**src/design/phcl_pkg.sv**
```systemverilog
// Shared types, constants and helpers of the per-host connection limiter.
package phcl_pkg;

  // Host table depth; a power of two, so the slot index is a plain truncation.
  localparam int HOST_SLOTS = 256;
  localparam int SLOT_W     = $clog2(HOST_SLOTS);

  localparam logic [9:0] COUNT_MAX = 10'd1023;
  localparam logic [7:0] KILLS_MAX = 8'd255;

  // Action codes
  localparam logic [2:0] ACT_NONE   = 3'd0;
  localparam logic [2:0] ACT_WARN   = 3'd1;
  localparam logic [2:0] ACT_KILL   = 3'd2;
  localparam logic [2:0] ACT_BAN    = 3'd3;
  localparam logic [2:0] ACT_EXEMPT = 3'd4;

  // Configuration register indexes
  localparam logic [2:0] REG_DEFAULT_ALLOWED = 3'd0;
  localparam logic [2:0] REG_DEFAULT_WARN    = 3'd1;
  localparam logic [2:0] REG_BAN_ENABLED     = 3'd2;
  localparam logic [2:0] REG_GRACE_ALLOWANCE = 3'd3;
  localparam logic [2:0] REG_INCREASE_MODE   = 3'd4;
  localparam logic [2:0] REG_GRACE_WINDOW    = 3'd5;

  // One row of the host table
  typedef struct packed {
    logic [9:0]  count;
    logic [9:0]  logged;
    logic [31:0] first_kill;
    logic [7:0]  grace_kills;
  } row_t;

  // Fields of one event, without the slot
  typedef struct packed {
    logic        is_disc;
    logic        logged_in;
    logic        ex_hit;
    logic [7:0]  ex_allowed;
    logic [7:0]  ex_warn;
    logic        ban_exempt;
    logic        ban_sent;
    logic [31:0] now;
  } evt_t;

  // Configuration registers
  typedef struct packed {
    logic [7:0]  def_allowed;
    logic [7:0]  def_warn;
    logic        ban_enabled;
    logic [7:0]  grace_allowance;
    logic        increase_mode;
    logic [15:0] grace_window;
  } cfg_t;

  // One result item
  typedef struct packed {
    logic [2:0] action;
    logic [9:0] clone;
    logic [8:0] limit;
    logic [7:0] grace_left;
  } res_t;

  // Map the host field onto a table row
  function automatic logic [SLOT_W-1:0] slot_of(logic [7:0] host);
    logic [16:0] ext;
    ext = 17'(host);
    return ext[SLOT_W-1:0];
  endfunction

  // Raise a nonzero limit by the logged-in count, capped at twice the base
  function automatic logic [8:0] raise_limit(logic [7:0] base, logic [9:0] logged);
    logic [10:0] sum;
    logic [8:0]  dbl;
    sum = 11'(base) + 11'(logged);
    dbl = {base, 1'b0};
    if (base == 8'd0) return 9'd0;
    if (sum > 11'(dbl)) return dbl;
    return sum[8:0];
  endfunction

endpackage

```
**src/design/phcl_eval.sv**
```systemverilog
// Row update and action decision for one event.
module phcl_eval (
  input  phcl_pkg::row_t row_in,
  input  phcl_pkg::evt_t evt,
  input  phcl_pkg::cfg_t cfg,
  output phcl_pkg::row_t row_out,
  output phcl_pkg::res_t res
);

  logic [9:0]  conn_cnt;
  logic [9:0]  conn_lg;
  logic [7:0]  base_allowed;
  logic [7:0]  base_warn;
  logic [8:0]  allowed;
  logic [8:0]  warn;
  logic        expired;
  logic        over;
  logic        warn_hit;
  logic        kill_ok;
  logic [9:0]  disc_cnt;
  logic [2:0]  action;

  // Saturating counts after a connect
  assign conn_cnt = (row_in.count < phcl_pkg::COUNT_MAX) ? row_in.count + 10'd1 : row_in.count;
  assign conn_lg  = (evt.logged_in && row_in.logged < phcl_pkg::COUNT_MAX)
                    ? row_in.logged + 10'd1 : row_in.logged;

  // Pick the limits and raise them in increase mode
  assign base_allowed = evt.ex_hit ? evt.ex_allowed : cfg.def_allowed;
  assign base_warn    = evt.ex_hit ? evt.ex_warn    : cfg.def_warn;
  assign allowed = cfg.increase_mode ? phcl_pkg::raise_limit(base_allowed, conn_lg)
                                     : 9'(base_allowed);
  assign warn    = cfg.increase_mode ? phcl_pkg::raise_limit(base_warn, conn_lg)
                                     : 9'(base_warn);

  // Grace window check without wrap
  assign expired = (33'(row_in.first_kill) + 33'(cfg.grace_window)) < 33'(evt.now);

  assign over     = (allowed != 9'd0) && (conn_cnt > {1'b0, allowed});
  assign warn_hit = (warn != 9'd0) && (conn_cnt >= {1'b0, warn});
  assign kill_ok  = !cfg.ban_enabled || (row_in.grace_kills < cfg.grace_allowance) ||
                    ((cfg.grace_allowance != 8'd0) && expired);
  assign disc_cnt = row_in.count - 10'd1;

  always_comb begin
    row_out = row_in;
    action  = phcl_pkg::ACT_NONE;
    if (evt.is_disc) begin
      // Disconnect: drop the counts, clear an emptied row
      if (row_in.count != 10'd0) begin
        row_out.count = disc_cnt;
        if (evt.logged_in && row_in.logged != 10'd0) begin
          row_out.logged = row_in.logged - 10'd1;
        end
        if (disc_cnt == 10'd0) begin
          row_out = '0;
        end
      end
    end else begin
      // Connect: count, then decide
      row_out.count  = conn_cnt;
      row_out.logged = conn_lg;
      if (over) begin
        if (evt.ban_exempt) begin
          action = phcl_pkg::ACT_EXEMPT;
        end else if (kill_ok) begin
          if (expired) begin
            row_out.first_kill  = evt.now;
            row_out.grace_kills = 8'd1;
          end else if (row_in.grace_kills < phcl_pkg::KILLS_MAX) begin
            row_out.grace_kills = row_in.grace_kills + 8'd1;
          end
          action = phcl_pkg::ACT_KILL;
        end else begin
          action = evt.ban_sent ? phcl_pkg::ACT_NONE : phcl_pkg::ACT_BAN;
        end
      end else if (warn_hit) begin
        action = phcl_pkg::ACT_WARN;
      end
    end
  end

  // Result fields
  always_comb begin
    res.action     = action;
    res.clone      = row_out.count;
    res.limit      = evt.is_disc ? 9'd0 : allowed;
    res.grace_left = (cfg.grace_allowance > row_out.grace_kills)
                     ? cfg.grace_allowance - row_out.grace_kills : 8'd0;
  end

endmodule

```
**config.mk**
```make
export PLATFORM = sky130hd
export DESIGN_NAME = phcl_eval
export DESIGN_NICKNAME = d
export VERILOG_FILES = /design/src/design/phcl_pkg.sv /design/src/design/phcl_eval.sv
export SDC_FILE = /design/constraint.sdc
export NUM_CORES = 1
export LEC_CHECK = 0
export BUFFER_PORTS_ARGS = -buffer_cell sky130_fd_sc_hd__buf_2
export CAP_MARGIN = 20
export CORE_MARGIN = 5
export CORE_UTILIZATION = 57
export DETAILED_ROUTE_END_ITERATION = 8
export GPL_TIMING_DRIVEN = 1
export PLACE_DENSITY_LB_ADDON = 0.12
export RECOVER_POWER = 25
export SLEW_MARGIN = 20
export SYNTH_ARGS = -nofsm -noshare
export SYNTH_HDL_FRONTEND = slang
export SYNTH_SLANG_ARGS = --single-unit
```
**constraint.sdc**
```tcl
create_clock -name vclk -period 50.8
set_clock_uncertainty 0.15 [all_clocks]
set_input_delay 15.24 -clock vclk [all_inputs]
set_output_delay 15.24 -clock vclk [all_outputs]
set_load 0.02 [all_outputs]
```
Word level (Yosys, flattened, before mapping)
Cells that the tools add are included.

Register bits after elaboration: 0. RAM bits: 0. Bits in latches: 0. Memories: 0. ROM bits: 0. Input bits: 155.

Multiply operators: 0. $lt $le $gt $ge: 10. Divide/modulo/power cells: 0. Equality and inequality tests: 0. Mux-type cells: 38. Bitwise gates (word level): 0. Shift operators: 0. Reductions and logical operators: 16. $add $sub $neg: 9.

Operators by type and width (number): $mux W60 (3); $mux W40 (3); $mux W9 (11); $mux W8 (5); $add A32 B16 Y33 (1); $lt A33 B32 Y1 (1); $mux W32 (1); $mux W10 (3); $add A8 B10 Y11 (2); $gt A11 B9 Y1 (2); $add A10 B1 Y10 const B (2); $lt A10 B10 Y1 const B (2); $reduce_bool A10 Y1 (2); $sub A10 B1 Y10 const B (2); $reduce_bool A9 Y1 (2); $logic_not A8 Y1 (2); $ge A10 B9 Y1 (1); $gt A10 B9 Y1 (1); $logic_not A10 Y1 (1); $mux W3 (3); $add A8 B1 Y8 const B (1); $gt A8 B8 Y1 (1); $lt A8 B8 Y1 (1); $lt A8 B8 Y1 const B (1); 7 further kinds (19).

Logic depth before layout (Yosys ltp)
Gate-level depths: netlist of run 1.

Depth after elaboration: 16. Depth in mapped cells: 46. Gate-level depth less buffers: 44.

Least setup slack after synthesis of run 1
OpenSTA, ideal clock, no wires.

Kind: input to output. Start: input port row_in[40] (netlist bit). End: output port res[7] (netlist bit). Data required time: 35.410 ns. Slack: 12.482 ns. Stages on the path: 45. Arrival time: 22.928 ns. Path through: ha_1 -> and3_1 -> nand4_1 -> and2_1 -> clkbuf_1 -> nand2_1 -> nor2_1 -> nand4_1 -> xnor2_1 -> ha_1 -> o211a_1 -> a211oi_1 -> o21bai_1 -> xor2_1 -> ha_1 -> nand4_1 -> nor3b_1 -> nand4_1 -> (+9 left out) -> a21oi_1 -> o21ai_0 -> a21o_1 -> a21oi_1 -> o21ai_0 -> o21ai_2 -> or2_2 -> nor2_1 -> nand2_1 -> a21oi_1 -> o211a_1 -> ha_1 -> inv_1 -> o2111ai_1 -> a31oi_1 -> o21a_1 -> o21a_1 -> nor3_1.

RTL lines: start: declaration (RTL line phcl_eval.sv:3) `input phcl_pkg::row_t row_in,`; end: declaration (RTL line phcl_eval.sv:7) `output phcl_pkg::res_t res`.

==> metrics.yaml, run 1 <==
worst_setup_path:
  crit_fanout: 32
  crit_required_ns: 35.41
  cp_top_family: "compound AO/OA/AOI/OAI gates"
  start_kind: "primary input"
  crit_type: "in2out"
  cp.buffers_inverters: 4
  slowest_stage: "a22oi_2"
  crit_top_cell: "ha_1"
  arrival_ns: 24.32
  cpPeakStageDelay_ns: 0.54
  cp-end-kind: "output port"
clocking:
  cts_hold_buf: 0
  ctsResizeCount: 0
  cts_setup_buffers: 0
synthesis:
  synth_nets: 1289
  synthTopCellsByArea: "ha_1, nand2_1, xnor2_1"
  syn_area_per_cell_sq_um: 6.62
  yosys.area.top_type: "ha_1"
  netlist_top_cells_count: "ha_1, nand2_1, inv_1"
  yosys.area.top_type_share_pct: 22.0
  synthDistinctLibCells: 72
  synth_seq_area_share_pct: 0
  yosysMostFrequentCell: "ha_1"
  syn_area_sq_um: 6710
  syn_inst: 1013
  yosysWarnings: 0
routing:
  drt_iter0_drc: 481
  routed_via_density: 5.86
  detail_route.wl_per_cell_um: 15.3
  dr.pass1.iters: 5
  drc: 0
  ant_nets: 0
  vias: 7965
  postRouteWirelength_um: 20800
layout:
  finalNetCount: 1493
  drive_gt1_share_pct: 20.4
  final_cell_count_no_fill: 1360
  area.growth.synth_to_final_pct: 17.7
  regArea_sq_um: 0
  clockBufferCount: 0
  multi_input_area_sq_um: 6130
  fillerInstances: 1117
  nFlopsAndLatches: 0
  final_core_util_pct: 68.9
floorplanning:
  die_h_um: 118
  core_area_sq_um: 11500
  die_x_um: 118
  dieArea_sq_um: 14000
  initial_utilization_pct: 58.5
  rows: 39
  io-pin-count: 245
sta:
  setup_viol: 0
  maxSlewViolCount: 0
  hold_viol: 0
  fin_crit_sh_pct: 78.2
  setup_tns_ns: 0
  layout_min_cycle_time_ns: 39.71
  fmax_mhz: 25.2
  tightest_slew_ns: 1.12
  rsz0062_at_grt: "no"
  relSlewSlack_pct: 24.8
place:
  place.gp.congestion: 0.926
  dp_cells: 1358
  port_buffers: 245
  dp.final_hpwl_um: 17800
status:
  status: "completed"
global_route:
  grt_pass1_vias: 7453
  grt_max_degree: 78
  antenna_found_initial: 2
  grt_pass1_wl_um: 34000
  grt_use_total_pct: 27.5
  grt_overflow: 0
power_and_ir_drop:
  powerDensity_nw_per_um2: 15.2
  p_leak_uw: 0.00411
  peakVddDrop_v: 0.0000118
flow_run:
  maxCapViolations: 0
worst_hold_path:
  hp-class: "in2out"
## layout make-up
class                           instances  area share (%)
Tap cell                              143            2.27
Inverter                               94            4.47
Multi-Input combinational cell        872            77.6
Antenna cell                            2          0.0634
Timing Repair Buffer                  249            15.6
## placed cells by master, fill, tap and decap left out, types with 8 or more instances in the layout
master	synthesis	routed
buf_2	1	224
ha_1	118	118
nor2_1	87	86
o21ai_0	53	54
a31oi_1	12	12
o22a_1	13	13
o21bai_1	12	12
nand3_1	22	22
inv_1	94	94
nor3_1	17	17
and3_1	8	8
mux2i_1	29	29
o22ai_1	22	22
clkbuf_1	32	21
o21a_1	19	19
nor2b_1	12	12
nand2b_1	16	16
xor2_1	22	22
nand2_1	117	117
or3_1	8	8
xnor2_1	49	49
a21o_1	26	26
nor4_1	9	9
a211oi_1	10	10
nand4_1	23	23
a21oi_1	80	80
## per-layer routing
layer  track usage (%)  vias to the layer above  wire length [um]
met5                 0                        -                 0
met4              6.02                        0               407
met3              3.53                       37              1530
met2              49.9                      318             10100
met1              34.5                     3569              8690
li1                  -                     4041                 -
## stage by stage
stage	worst slack (ns)	hold slack [ns]	instance area (sq um)	total power (uW)
3_3_place_gp	11.43	30.67	7920	118
4_1_cts	11.14	30.67	7920	120
3_5_place_dp	11.11	30.66	7920	119
5_1_grt	10.11	30.68	7900	134
6_report	11.09	30.66	7900	120
2_1_floorplan	12.48	30.46	6710	87.7
## cell families after synthesis
kind of cell             synth area share (%)
AND/OR/NAND/NOR                          25.1
AO/OA/AOI/OAI                            29.0
buffers and inverters                    8.66
adder cells (fa/ha/maj)                  23.1
XOR/XNOR                                 9.27
multiplexers                             4.87
## worst paths after layout
check | startpoint | to | slack [ns] | cells past startpoint
max | row_in[40] | res[5] | 11.09 | 46
min | evt[27] | row_out[35] | 30.66 | 4
## where the power goes
group	internal (uW)	switching [uW]
clock network	0.00000526	0
logic	49.2	71.1
registers	0	0
No activity file was read; power rests on OpenSTA's default activity.
==> run 2: changes to the inputs <==
ABC_AREA = 1   (was unset)
CORE_UTILIZATION = 54   (was 57)
clock period = 38.2 ns   (was 50.8 ns; I/O delays follow)
==> metrics.yaml, run 2 <==
status:
  status: "completed"
worst_setup_path:
  crit_required_ns: 26.59
  cp-end-kind: "output port"
  slowest_stage: "nor2_4"
  crit_type: "in2out"
  cpPeakStageDelay_ns: 0.59
  start_kind: "primary input"
  crit_fanout: 36
  arrival_ns: 20.11
worst_hold_path:
  worst_hold_path.num_cells: 3
  hp-class: "in2out"
global_route:
  grt_use_total_pct: 26.6
  grt_pass1_vias: 8099
  grt_max_degree: 37
  antenna_found_initial: 4
  grt_pass1_wl_um: 36400
  grt_overflow: 0
synthesis:
  yosysMostFrequentCell: "nand2_1"
  synthDistinctLibCells: 52
  synth_seq_area_share_pct: 0
  syn_area_sq_um: 7150
  syn_area_per_cell_sq_um: 5.67
  yosysWarnings: 0
  synth_nets: 1537
  yosys.area.top_type_share_pct: 20.7
  syn_inst: 1261
  yosys.area.top_type: "ha_1"
  netlist_top_cells_count: "nand2_1, inv_1, nor2_1"
  synthTopCellsByArea: "ha_1, nand2_1, inv_1"
layout:
  final_core_util_pct: 64.0
  nFlopsAndLatches: 0
  design_area_sq_um: 8380
  finalNetCount: 1747
  mostFrequentLayoutCell: "nand2_1"
  fillerInstances: 1384
  regArea_sq_um: 0
  area.growth.synth_to_final_pct: 17.2
  drive_gt1_share_pct: 18.9
  layout_common_cells: "nand2_1, buf_2, inv_1, nor2_1, ha_1"
  clockBufferCount: 0
routing:
  routed_via_density: 5.34
  detail_route.wl_per_cell_um: 13.7
  postRouteWirelength_um: 22700
  vias: 8816
  ant_nets: 0
  dr.pass1.iters: 6
  drt_iter0_drc: 575
  drc: 0
sta:
  setup_tns_ns: 0
  maxSlewViolCount: 0
  setup_ws_ns: 6.48
  rsz0062_at_grt: "no"
  hold_viol: 0
  fmax_mhz: 31.5
  whs_ns: 23.09
  layout_min_cycle_time_ns: 31.72
  tightest_slew_ns: 1.05
  fin_crit_sh_pct: 83.0
  relSlewSlack_pct: 29.6
  setup_viol: 0
clocking:
  cts_hold_buf: 0
  cts_setup_buffers: 0
  ctsResizeCount: 0
power_and_ir_drop:
  powerDensity_nw_per_um2: 19.6
  p_int_uw: 59.0
  seq_power_share_pct: 0
  switchingPower_uw: 105
  peakVddDrop_v: 0.0000143
  p_sw_share_pct: 64.0
  combPwrFrac_pct: 100.0
  p_leak_uw: 0.00478
  clkPwrFrac_pct: 0
floorplanning:
  rows: 42
  io-pin-count: 245
  core_area_sq_um: 13100
  initial_utilization_pct: 54.6
  die_x_um: 125
  dieArea_sq_um: 15600
  die_h_um: 125
place:
  dp_slack_ns: 6.61
  dp.final_hpwl_um: 19400
  place.gp.congestion: 0.986
  detailed_place.area_sq_um: 8390
  port_buffers: 245
flow_run:
  maxCapViolations: 0
## run 2: changes by cell type in the layout (fill, tap and decap cells not counted), moves of 41 or more
cell     before  now
inv_1        94  217
nand2_1     117  242
nor2_1       86  141
o21ai_0      54   95
xor2_1       22   63
## run 2: path summary, 6_finish.rpt
check	endpoint	slack, ns	startpoint
worst max-delay path	res[0]	6.48	row_in[40]
worst min-delay path	res[28]	23.09	evt[32]
## run 2: power groups by stage
stage	clock [uW]	combinational [uW]	sequential, uW
after floorplan	0	119	0
after global placement	0	161	0
after detailed placement	0	163	0
after CTS	0	164	0
after global routing	0.0000140	185	0
final	0.0000175	164	0
## run 2: routing by layer
metal / part of all wire [%] / global-route usage (%) / up-vias
li1: - / - / 4560
met1: 43 / 33.7 / 3897
met2: 48 / 48.1 / 317
met3: 7.0 / 2.86 / 42
met4: 2.6 / 6.70 / 0
met5: 0 / 0 / -
## run 2: through the flow
stage,instances,power (uW)
5_1_grt,1649,185
6_report,1650,164
4_1_cts,1645,164
3_3_place_gp,1645,161
2_1_floorplan,1261,119
3_5_place_dp,1645,163
## run 2: worst max-delay path: cells and delay by family
kind                     cells  cell delay [ns]
adder cells (fa/ha/maj)      6             1.58
XOR/XNOR                     2             0.43
AND/OR/NAND/NOR             25             3.04
buffers and inverters        8             1.16
AO/OA/AOI/OAI               13             2.39
## run 2: logic make-up after synthesis
family | Yosys count | synth area share [%]
AND/OR/NAND/NOR | 540 | 33.7
AO/OA/AOI/OAI | 264 | 21.1
adder cells (fa/ha/maj) | 121 | 21.5
XOR/XNOR | 74 | 9.07
buffers and inverters | 262 | 14.7
## run 2: final cells by class
| cell class | count | area (sq um) | area share [%] |
|---|---|---|---|
| multi-input combinational | 999 | 6100 | 72.8 |
| timing repair buffer | 246 | 1210 | 14.4 |
| inverter | 224 | 843 | 10.1 |
| tap | 176 | 220 | 2.63 |
| antenna | 5 | 12.5 | 0.149 |
